===== config.mk =====
export PLATFORM = sky130hd
export DESIGN_NAME = sem_lane
export DESIGN_NICKNAME = d
export VERILOG_FILES = /design/src/rtl/core/sem_pkg.sv /design/src/rtl/core/sem_lane.sv
export SDC_FILE = /design/constraint.sdc
export NUM_CORES = 1
export LEC_CHECK = 0
export BUFFER_PORTS_ARGS = -buffer_cell sky130_fd_sc_hd__buf_4
export CAP_MARGIN = 10
export CORE_UTILIZATION = 35
export DETAILED_ROUTE_END_ITERATION = 16
export SLEW_MARGIN = 20
export SYNTH_ARGS = -nofsm -noshare
export SYNTH_HDL_FRONTEND = slang
export SYNTH_SLANG_ARGS = --single-unit

===== constraint.sdc =====
create_clock -name aclk -period 8.4 [get_ports aclk]
set_input_delay 0.84 -clock aclk [delete_from_list [all_inputs] [get_ports aclk]]
set_output_delay 0.84 -clock aclk [all_outputs]
set_load 0.01 [all_outputs]

===== src/rtl/core/sem_pkg.sv =====
// ----------------------------------------------------------------------------
// sem_pkg
// Shared constants and types of the RGB Sobel edge magnitude block.
// ----------------------------------------------------------------------------
package sem_pkg;

    localparam int SEM_MAX_WIDTH  = 1024;
    localparam int SEM_MAX_HEIGHT = 4096;

    localparam int SEM_PIX_W   = 24;
    localparam int SEM_CH_W    = 8;
    localparam int SEM_CFG_W   = 13;
    localparam int SEM_FW_W    = 11;
    localparam int SEM_FH_W    = 13;
    localparam int SEM_SQ_W    = 21;
    localparam int SEM_GRAD_W  = 10;
    localparam int SEM_ROOT_STEPS = 11;
    localparam int SEM_STEP_W  = 4;
    localparam int SEM_TAPS    = 9;
    localparam int SEM_TAP_W   = 4;

    localparam logic [SEM_FW_W-1:0] SEM_FW_RESET = 11'd640;
    localparam logic [SEM_FH_W-1:0] SEM_FH_RESET = 13'd480;

    localparam logic REG_FRAME_WIDTH  = 1'b0;
    localparam logic REG_FRAME_HEIGHT = 1'b1;

    localparam logic OP_PIXEL = 1'b0;

    typedef struct packed {
        logic start;
        logic take;
    } lane_ctrl_t;

    typedef struct packed {
        logic valid;
    } lane_stat_t;

endpackage


===== src/rtl/core/sem_lane.sv =====
// ----------------------------------------------------------------------------
// sem_lane
// One color channel: Sobel gradients, sum of squares, bitwise square root.
// ----------------------------------------------------------------------------
module sem_lane (
    input  logic                   aclk,
    input  logic                   aresetn,
    input  sem_pkg::lane_ctrl_t    ctrl,
    input  logic [7:0]             pix [sem_pkg::SEM_TAPS],
    output sem_pkg::lane_stat_t    stat,
    output logic [7:0]             mag
);

    typedef enum logic [1:0] {L_IDLE, L_SQUARE, L_ROOT, L_DONE} lane_state_t;

    localparam int GW = sem_pkg::SEM_GRAD_W;
    localparam int QW = sem_pkg::SEM_SQ_W;

    lane_state_t                   state_reg;
    logic [GW-1:0]                 ax_reg, ay_reg;
    logic [QW-1:0]                 x_reg, res_reg, bit_reg;
    logic [sem_pkg::SEM_STEP_W-1:0] step_reg;

    logic [GW-1:0] px_pos, px_neg, py_pos, py_neg, ax, ay;
    logic [QW:0]   trial;
    logic [QW-1:0] rnd;

    always_comb begin
        px_pos = GW'(pix[2]) + (GW'(pix[5]) << 1) + GW'(pix[8]);
        px_neg = GW'(pix[0]) + (GW'(pix[3]) << 1) + GW'(pix[6]);
        py_pos = GW'(pix[6]) + (GW'(pix[7]) << 1) + GW'(pix[8]);
        py_neg = GW'(pix[0]) + (GW'(pix[1]) << 1) + GW'(pix[2]);
        ax = (px_pos >= px_neg) ? px_pos - px_neg : px_neg - px_pos;
        ay = (py_pos >= py_neg) ? py_pos - py_neg : py_neg - py_pos;
        trial = {1'b0, res_reg} + {1'b0, bit_reg};
        // round up when the remainder exceeds the root
        rnd = (x_reg > res_reg) ? res_reg + QW'(1) : res_reg;
        mag = (rnd > QW'(255)) ? 8'd255 : rnd[7:0];
        stat.valid = (state_reg == L_DONE);
    end

    always_ff @(posedge aclk) begin
        if (!aresetn) begin
            state_reg <= L_IDLE;
        end else begin
            unique case (state_reg)
                L_IDLE: begin
                    if (ctrl.start) begin
                        ax_reg    <= ax;
                        ay_reg    <= ay;
                        state_reg <= L_SQUARE;
                    end
                end
                L_SQUARE: begin
                    x_reg     <= QW'(ax_reg * ax_reg) + QW'(ay_reg * ay_reg);
                    res_reg   <= '0;
                    bit_reg   <= QW'(1) << (QW - 1);
                    step_reg  <= '0;
                    state_reg <= L_ROOT;
                end
                L_ROOT: begin
                    if ({1'b0, x_reg} >= trial) begin
                        x_reg   <= x_reg - trial[QW-1:0];
                        res_reg <= (res_reg >> 1) + bit_reg;
                    end else begin
                        res_reg <= res_reg >> 1;
                    end
                    bit_reg  <= bit_reg >> 2;
                    step_reg <= step_reg + 1'b1;
                    if (step_reg == sem_pkg::SEM_STEP_W'(sem_pkg::SEM_ROOT_STEPS - 1)) begin
                        state_reg <= L_DONE;
                    end
                end
                L_DONE: begin
                    if (ctrl.take) begin
                        state_reg <= L_IDLE;
                    end
                end
                default: state_reg <= L_IDLE;
            endcase
        end
    end

endmodule


==> results of run 1 <==
==> through the flow <==
step	setup WS [ns]	cells
2_1_floorplan	1.79	1677
3_3_place_gp	1.24	2293
3_5_place_dp	1.21	2293
4_1_cts	1.19	2309
5_1_grt	0.841	2309
6_report	1.17	2309
==> logic make-up after synthesis <==
| kind of cell | synth area share |
|---|---|
| simple gates | 0.128 |
| xor+xnor | 0.0702 |
| buf+inv | 0.0854 |
| fa+ha+maj | 0.408 |
| flops | 0.153 |
| mux | 0.0216 |
| compound gates | 0.134 |
==> final timing paths <==
kind	from	to	slack (ns)	depth (start not counted)
worst min register to register	state_reg[0]$_SDFFE_PN0P_	state_reg[0]$_SDFFE_PN0P_	0.53	2
worst max-delay path	ax_reg[2]$_DFFE_PP_	x_reg[20]$_DFFE_PP_	1.17	21
worst min-delay path	state_reg[0]$_SDFFE_PN0P_	state_reg[0]$_SDFFE_PN0P_	0.53	2
worst max register to register	ax_reg[2]$_DFFE_PP_	x_reg[20]$_DFFE_PP_	1.17	21
==> routing by layer <==
metal  track usage  up-vias  part of all wire  routed length (µm)
met1         0.219     5571              0.48               16100
met5             0        -                 0                   0
met2         0.276      151              0.48               16200
met4        0.0372        0             0.014                 456
met3        0.0125       27             0.023                 754
li1              -     5711                 -                   -
==> layout by cell type (no fill, tap or decap), types with 7 or more instances in the layout <==
cell,count
inv_1,285
ha_1,232
fa_1,167
nand2_1,119
a21oi_1,101
xnor2_1,81
buf_4,81
edfxtp_1,77
nor2_1,74
o21ai_0,60
and2_1,58
xor2_1,42
o21bai_1,29
a21o_1,26
mux2i_1,26
nand4_1,26
nand3_1,21
a211oi_1,20
nor3_1,19
a31oi_1,18
nor2b_1,18
nand2b_1,15
clkbuf_16,9
and3_1,8
or3_1,7
==> worst max-delay path: stages (launching register included) <==
cell and delay, ns:
edfxtp_1 0.60, and2_1 0.28, fa_1 0.60, inv_1 0.07, fa_1 0.48, inv_1 0.06, fa_1 0.52, fa_1 0.44
fa_1 0.52, fa_1 0.54, inv_1 0.05, fa_1 0.51, inv_1 0.05, ha_1 0.36, a21oi_1 0.23, o211ai_1 0.16
a31oi_1 0.25, o21ai_0 0.21, a2111oi_1 0.58, o41ai_1 0.19, xnor2_1 0.18, mux2i_1 0.08
==> cell type report <==
cell class	instances	area, µm²
sequential	79	2350
multi-input combinational	1263	11700
tap	585	732
clock buffer	10	239
inverter	285	1070
timing repair buffer	81	608
fill	4374	26400
clock inverter	6	50.0
==> impl_metrics.py, run 1 <==
metrics = {
    "status": {
        "result_of_the_run": "complete, no violations",
    },
    "final_layout": {
        "diodes": 0,
        "finish.net_count": 2195,
        "final_layout_size_suffix_gt1_frac": 0.0748,
        "syn_to_final_growth_pct": 9.11,
        "final_design_area_no_fill_um2": 16700,
        "postLayoutCoreUtil": 0.388,
    },
    "die": {
        "top_level_ports": 85,
        "start_util": 0.356,
        "die-height_um": 211,
        "die_w_um": 211,
        "rows": 76,
        "core_area_um2": 43200,
        "dieArea_um2": 44700,
    },
    "clock_network": {
        "cts_buffers": 9,
        "cts.clk_slew.worst_paths_ns": 0.07,
        "clock_tree.root_cell": "clkbuf_16",
        "cts_sinks": 79,
        "number_of_h_tree_levels": 3,
        "cts.hold.buffers_added": 0,
        "clk_latency_worst_skew_pair_ns": 0.36,
        "postCtsSetupBuffers": 0,
        "tritoncts": "built",
        "clock_path_buffers": 2,
        "post_cts.resized_instances": 0,
    },
    "logic_synthesis": {
        "synth_enable_flop_cells": 77,
        "syn_nets": 2153,
        "post_synth_main_area_contributors": "fa_1, ha_1, edfxtp_1",
        "synth_common_cells": "inv_1, ha_1, fa_1",
        "proportion_of_synthesized_chip_area_in_sequential_cells": 0.153,
        "yosys_warnings": 0,
        "synth_largest_type_area_fraction": 0.218,
        "yosysMostFrequentCell": "inv_1",
        "synthesis.instances": 1677,
        "synth_flop_cell": "edfxtp_1",
        "ys_seq_elements": 79,
        "synth_area_um2": 15300,
        "async_flop_share": 0,
        "synth_cell_type_count": 76,
        "yosys.area.top_type": "fa_1",
        "syn_avg_cell_area_um2": 9.15,
    },
    "timing": {
        "fmax_mhz": 138,
        "final_max_slew_viol_count": 0,
        "hold_viol_final": 0,
        "final.setup.tns_ns": 0,
        "report.final.setup_viol": 0,
        "finalWorstPathRequiredPeriod_ns": 7.23,
        "whs_ns": 0.528,
        "max_slew.worst_pin.slew_ns": 0.902,
        "grt_setup_unrepaired": "no",
        "worst_setup_skew_after_layout_ns": 0.00952,
        "maxSlewHeadroom": 0.391,
        "timing.final.crit_share": 0.861,
    },
    "placed_design": {
        "global_placement_routability_congestion": 0.879,
        "buffer_ports.inserted": 76,
        "place_hpwl_um": 28100,
        "postPlaceCellArea_um2": 16500,
    },
    "flow_run": {
        "drv.max_cap_violation_count": 0,
    },
    "setup_path": {
        "timing.critical_path.required_ns": 8.51,
        "critical_path.endpoint_type": "flop",
        "critPathKind": "flop to flop",
        "crit_fanout": 12,
        "worstPathArrival_ns": 7.34,
        "startpoint_type": "flop",
    },
    "routing": {
        "drtPass1Iterations": 5,
        "wl_per_cell_um": 14.5,
        "detailedRoute.firstIterationViolations": 781,
        "totalWireLength_um": 33400,
        "vias_per_cell": 4.96,
        "drc_violations_left": 0,
        "vias_after_detailed_routing": 11460,
        "number_of_nets_with_antenna_violations_after_detailed_routing": 0,
    },
    "grt": {
        "grtUsageTotal": 0.161,
        "first_global_vias": 12060,
        "grt_pass1_wl_um": 58600,
        "globalRouteOverflowTotal": 0,
        "grt_max_degree": 50,
        "antenna_found_initial": 0,
    },
    "hold_path": {
        "timing.hold.worst.class": "flop to flop",
    },
}
Power of run 1 is not shown: default switching activity piles up to over one toggle a cycle in this logic, so the estimate is an artifact.
==> inputs of run 2 (changes only) <==
- MAX_ROUTING_LAYER: not set -> met4
==> run 2 against run 1 <==
  * Clock skew decreased by 0.0017 ns
  * Non-clock buffer count unchanged
  * Critical path depth unchanged
  * Via count increased by 0.27%
  * Sequential share of layout area unchanged
  * Count of clock-buffer cells in the layout unchanged
  * Flip-flop and latch count unchanged
  * Hold slack about the same
  * Register-to-register slack about the same
  * Design area unchanged
  * Setup slack improved by 0.0052 ns
  * Final cell count unchanged
==> impl_metrics.py, run 2 (synthesis gave the netlist of run 1 again) <==
metrics = {
    "grt": {
        "grtUsageTotal": 0.165,
        "antenna_found_initial": 0,
        "globalRouteOverflowTotal": 0,
        "grt_max_degree": 50,
        "first_global_vias": 12064,
        "grt_pass1_wl_um": 58500,
    },
    "die": {
        "rows": 76,
        "top_level_ports": 85,
        "core_area_um2": 43200,
        "die-height_um": 211,
        "dieArea_um2": 44700,
        "start_util": 0.356,
        "die_w_um": 211,
    },
    "timing": {
        "finalWorstPathRequiredPeriod_ns": 7.23,
        "timing.final.crit_share": 0.860,
        "worst_setup_skew_after_layout_ns": 0.00782,
        "final_max_slew_viol_count": 0,
        "report.final.setup_viol": 0,
        "maxSlewHeadroom": 0.355,
        "hold_viol_final": 0,
        "max_slew.worst_pin.slew_ns": 0.956,
        "final.setup.tns_ns": 0,
        "grt_setup_unrepaired": "no",
        "fmax_mhz": 138,
    },
    "final_layout": {
        "mostFrequentLayoutCells": "inv_1, ha_1, fa_1, nand2_1, a21oi_1",
        "finish.net_count": 2195,
        "diodes": 0,
        "most_frequent_standard_cell_in_the_layout_excluding_fill_and_tap_cells": "inv_1",
        "fill_cells": 4374,
        "layout.area.seq_um2": 2350,
        "multi_input_area_um2": 11700,
        "final_layout_size_suffix_gt1_frac": 0.0748,
        "syn_to_final_growth_pct": 9.11,
    },
    "status": {
        "result_of_the_run": "complete, no violations",
    },
    "routing": {
        "vias_per_cell": 4.98,
        "detailedRoute.firstIterationViolations": 713,
        "vias_after_detailed_routing": 11491,
        "drc_violations_left": 0,
        "totalWireLength_um": 33400,
        "drtPass1Iterations": 5,
        "wl_per_cell_um": 14.5,
        "number_of_nets_with_antenna_violations_after_detailed_routing": 0,
    },
    "setup_path": {
        "critPathMaxStageDelay_ns": 0.60,
        "timing.critical_path.required_ns": 8.51,
        "crit_path_top_delay_cell": "edfxtp_1",
        "critPathKind": "flop to flop",
        "timing.critical_path.from": "ax_reg[2]$_DFFE_PP_",
        "crit_fanout": 12,
        "worstPathArrival_ns": 7.33,
        "critical_path.endpoint_type": "flop",
        "crit_path_frequent_cell": "fa_1",
        "rrSetupSlack_ns": 1.17,
        "crit-reg2reg-capture": "x_reg[20]$_DFFE_PP_",
        "startpoint_type": "flop",
        "beginning_of_the_worst_register_to_register_path": "ax_reg[2]$_DFFE_PP_",
        "rr_worst_depth": 21,
        "worstPathCellList": "and2_1 > fa_1 > inv_1 > fa_1 > inv_1 > fa_1 > fa_1 > fa_1 > fa_1 > inv_1 > fa_1 > inv_1 > ha_1 > a21oi_1 > o211ai_1 > a31oi_1 > o21ai_0 > a2111oi_1 > o41ai_1 > xnor2_1 > mux2i_1",
    },
    "placed_design": {
        "global_placement_routability_congestion": 0.893,
        "buffer_ports.inserted": 76,
        "place_hpwl_um": 28100,
    },
    "clock_network": {
        "number_of_h_tree_levels": 3,
        "cts.hold.buffers_added": 0,
        "cts_sinks": 79,
        "clock_path_buffers": 2,
        "postCtsSetupBuffers": 0,
        "cts_buffers": 9,
        "tritoncts": "built",
        "cts.clk_slew.worst_paths_ns": 0.07,
        "clk_latency_worst_skew_pair_ns": 0.36,
        "clock_tree.root_cell": "clkbuf_16",
        "post_cts.resized_instances": 0,
    },
    "hold_path": {
        "hold-path-endpoint": "state_reg[0]$_SDFFE_PN0P_",
        "min_from": "state_reg[0]$_SDFFE_PN0P_",
        "timing.hold.worst.class": "flop to flop",
        "timing.hold.worst_path_depth": 2,
    },
    "flow_run": {
        "drv.max_cap_violation_count": 0,
    },
}
[run 2: cell counts in the layout (fill, tap and decap cells not counted)]
Identical to the previous run, type by type.
[run 2: how the worst max path moves through the flow]
stage                                to  slack [ns]
floorplan           x_reg[20]$_DFFE_PP_        1.79
global placement    x_reg[20]$_DFFE_PP_        1.24
detailed placement  x_reg[20]$_DFFE_PP_        1.21
CTS                 x_reg[20]$_DFFE_PP_        1.19
global route        x_reg[20]$_DFFE_PP_        0.84
finish              x_reg[20]$_DFFE_PP_        1.17
[run 2: metrics by stage]
| stage | hold slack, ns | utilization | cells | setup slack (ns) | cell area (µm²) |
|---|---|---|---|---|---|
| 6_report | 0.528 | 0.388 | 2309 | 1.17 | 16700 |
| 5_1_grt | 0.566 | 0.388 | 2309 | 0.841 | 16700 |
| 4_1_cts | 0.532 | 0.388 | 2309 | 1.19 | 16700 |
| 3_5_place_dp | 0.523 | 0.381 | 2293 | 1.21 | 16500 |
| 3_3_place_gp | 0.520 | 0.381 | 2293 | 1.24 | 16500 |
| 2_1_floorplan | 0.500 | - | 1677 | 1.79 | 15300 |
[run 2: layout make-up]
| type | instances | area share |
|---|---|---|
| timing repair buffer | 81 | 0.0363 |
| inverter | 285 | 0.0639 |
| multi-input combinational | 1263 | 0.698 |
| clock inverter | 6 | 0.00299 |
| clock buffer | 10 | 0.0143 |
| tap | 585 | 0.0437 |
| sequential | 79 | 0.140 |
[run 2: layer usage]
metal | routed length (µm) | part of all wire | up-vias | global-route usage
li1 | - | - | 5707 | -
met1 | 16000 | 0.48 | 5588 | 0.219
met2 | 16200 | 0.48 | 171 | 0.276
met3 | 781 | 0.023 | 25 | 0.0125
met4 | 449 | 0.013 | 0 | 0.0372
met5 | 0 | 0 | - | -
[run 2: critical path, delay by kind of cell (launching register included)]
family	cells	cell delay, ns
AO/OA/AOI/OAI	6	1.62
buffers and inverters	4	0.23
XOR/XNOR	1	0.19
AND/OR/NAND/NOR	1	0.28
flip-flops	1	0.60
multiplexers	1	0.08
adder cells (fa/ha/maj)	8	3.96
Power of run 2 is left out for the same reason.
==> inputs of run 3 (changes only) <==
- clock period: 8.4 -> 9.15 ns (I/O delays scaled with it)
==> run 3 against run 2 <==
  * Clock skew up 0.0026 ns
  * Critical path depth unchanged
  * Hold slack better by 0.0064 ns
  * First-iteration DRC count down 7.6%
  * Count of clock-buffer cells in the layout unchanged
  * Wire length up 0.32%
  * Via count up 0.60%
  * Sequential share of layout area about the same
  * Register-to-register slack better by 0.69 ns
  * Fmax down 0.76%
  * Global-route usage down 0.11 points
  * Design area about the same
  * Critical endpoint unchanged
==> impl_metrics.py, run 3 (synthesis gave the netlist of run 1 again) <==
metrics = {
    "setup_path": {
        "worstPathCellList": "and2_1 > fa_1 > inv_1 > fa_1 > inv_1 > fa_1 > fa_1 > fa_1 > fa_1 > inv_1 > fa_1 > inv_1 > ha_1 > a21oi_1 > o211ai_1 > a31oi_1 > o21ai_0 > a2111oi_1 > o41ai_1 > xnor2_1 > mux2i_1",
        "startpoint_type": "flop",
        "crit_fanout": 12,
        "crit_path_top_delay_cell": "edfxtp_1",
        "crit_path_frequent_cell": "fa_1",
        "critPathMaxStageDelay_ns": 0.62,
        "crit_buf_inv": 4,
        "timing.critical_path.required_ns": 9.25,
        "critical_path.endpoint_type": "flop",
        "critPathKind": "flop to flop",
        "worstPathArrival_ns": 7.39,
        "critical-path-top-delay-family": "adder cells",
    },
    "timing": {
        "maxSlewHeadroom": 0.430,
        "worst_setup_skew_after_layout_ns": 0.0104,
        "fmax_mhz": 137,
        "final_max_slew_viol_count": 0,
        "report.final.setup_viol": 0,
        "timing.final.crit_share": 0.796,
        "whs_ns": 0.534,
        "final.setup.tns_ns": 0,
        "max_slew.worst_pin.slew_ns": 0.855,
        "hold_viol_final": 0,
        "finalWorstPathRequiredPeriod_ns": 7.28,
        "grt_setup_unrepaired": "no",
    },
    "clock_network": {
        "tritoncts": "built",
        "cts.clk_slew.worst_paths_ns": 0.07,
        "post_cts.resized_instances": 0,
        "cts_buffers": 9,
        "cts_sinks": 79,
        "number_of_h_tree_levels": 3,
        "cts.hold.buffers_added": 0,
        "postCtsSetupBuffers": 0,
        "clk_latency_worst_skew_pair_ns": 0.36,
        "clock_path_buffers": 2,
        "clock_tree.root_cell": "clkbuf_16",
    },
    "status": {
        "result_of_the_run": "complete, no violations",
    },
    "routing": {
        "wl_per_cell_um": 14.5,
        "vias_after_detailed_routing": 11560,
        "vias_per_cell": 5.01,
        "detailedRoute.firstIterationViolations": 659,
        "drc_violations_left": 0,
        "drtPass1Iterations": 5,
        "totalWireLength_um": 33500,
        "number_of_nets_with_antenna_violations_after_detailed_routing": 0,
    },
    "grt": {
        "grt_pass1_wl_um": 57900,
        "grt_max_degree": 50,
        "grtUsageTotal": 0.164,
        "antenna_found_initial": 0,
        "first_global_vias": 11874,
        "globalRouteOverflowTotal": 0,
    },
    "die": {
        "rows": 76,
        "top_level_ports": 85,
        "start_util": 0.356,
        "die_w_um": 211,
        "die-height_um": 211,
        "dieArea_um2": 44700,
        "core_area_um2": 43200,
    },
    "placed_design": {
        "buffer_ports.inserted": 76,
        "global_placement_routability_congestion": 0.879,
        "place_hpwl_um": 28200,
    },
    "hold_path": {
        "timing.hold.worst.class": "flop to flop",
    },
    "final_layout": {
        "finish.net_count": 2193,
        "syn_to_final_growth_pct": 9.22,
        "mostFrequentLayoutCells": "inv_1, ha_1, fa_1, nand2_1, a21oi_1",
        "final_layout_size_suffix_gt1_frac": 0.0732,
        "diodes": 0,
        "most_frequent_standard_cell_in_the_layout_excluding_fill_and_tap_cells": "inv_1",
    },
    "flow_run": {
        "drv.max_cap_violation_count": 0,
    },
}
## run 3: worst paths after layout
| kind | startpoint | endpoint | slack (ns) | depth (start not counted) |
|---|---|---|---|---|
| worst max register to register | ax_reg[2]$_DFFE_PP_ | x_reg[20]$_DFFE_PP_ | 1.87 | 21 |
| worst min register to register | state_reg[0]$_SDFFE_PN0P_ | state_reg[0]$_SDFFE_PN0P_ | 0.53 | 2 |
| worst max-delay path | ax_reg[2]$_DFFE_PP_ | x_reg[20]$_DFFE_PP_ | 1.87 | 21 |
| worst min-delay path | state_reg[0]$_SDFFE_PN0P_ | state_reg[0]$_SDFFE_PN0P_ | 0.53 | 2 |
## run 3: layout make-up
cell class                      count  area (µm²)
Fill cell                        4336       26400
Timing Repair Buffer               79         593
Tap cell                          585         732
Clock inverter                      6        91.3
Sequential cell                    79        2350
Multi-Input combinational cell   1263       11700
Inverter                          285        1070
Clock buffer                       10         229
## run 3: stage by stage
stage	util	instance area, µm²	setup slack [ns]	cells
after floorplan	-	15300	2.54	1677
after CTS	0.388	16800	1.80	2307
final	0.388	16800	1.87	2307
after detailed placement	0.381	16400	1.84	2291
after global placement	0.381	16400	1.89	2291
after global routing	0.388	16800	1.32	2307
## run 3: routing by layer
layer	track usage	routed length (µm)	part of all wire
met1	0.210	15600	0.46
met2	0.282	16500	0.49
met3	0.0129	1020	0.030
met4	0.0360	480	0.014
met5	-	0	0
## run 3: worst register-to-register path: cells and delay by family (launching register included)
| kind | cells | cell delay, ns |
|---|---|---|
| simple gates | 1 | 0.29 |
| buf+inv | 4 | 0.23 |
| mux | 1 | 0.10 |
| flops | 1 | 0.62 |
| xor+xnor | 1 | 0.22 |
| compound gates | 6 | 1.62 |
| fa+ha+maj | 8 | 3.95 |
Power of run 3 is left out for the same reason.
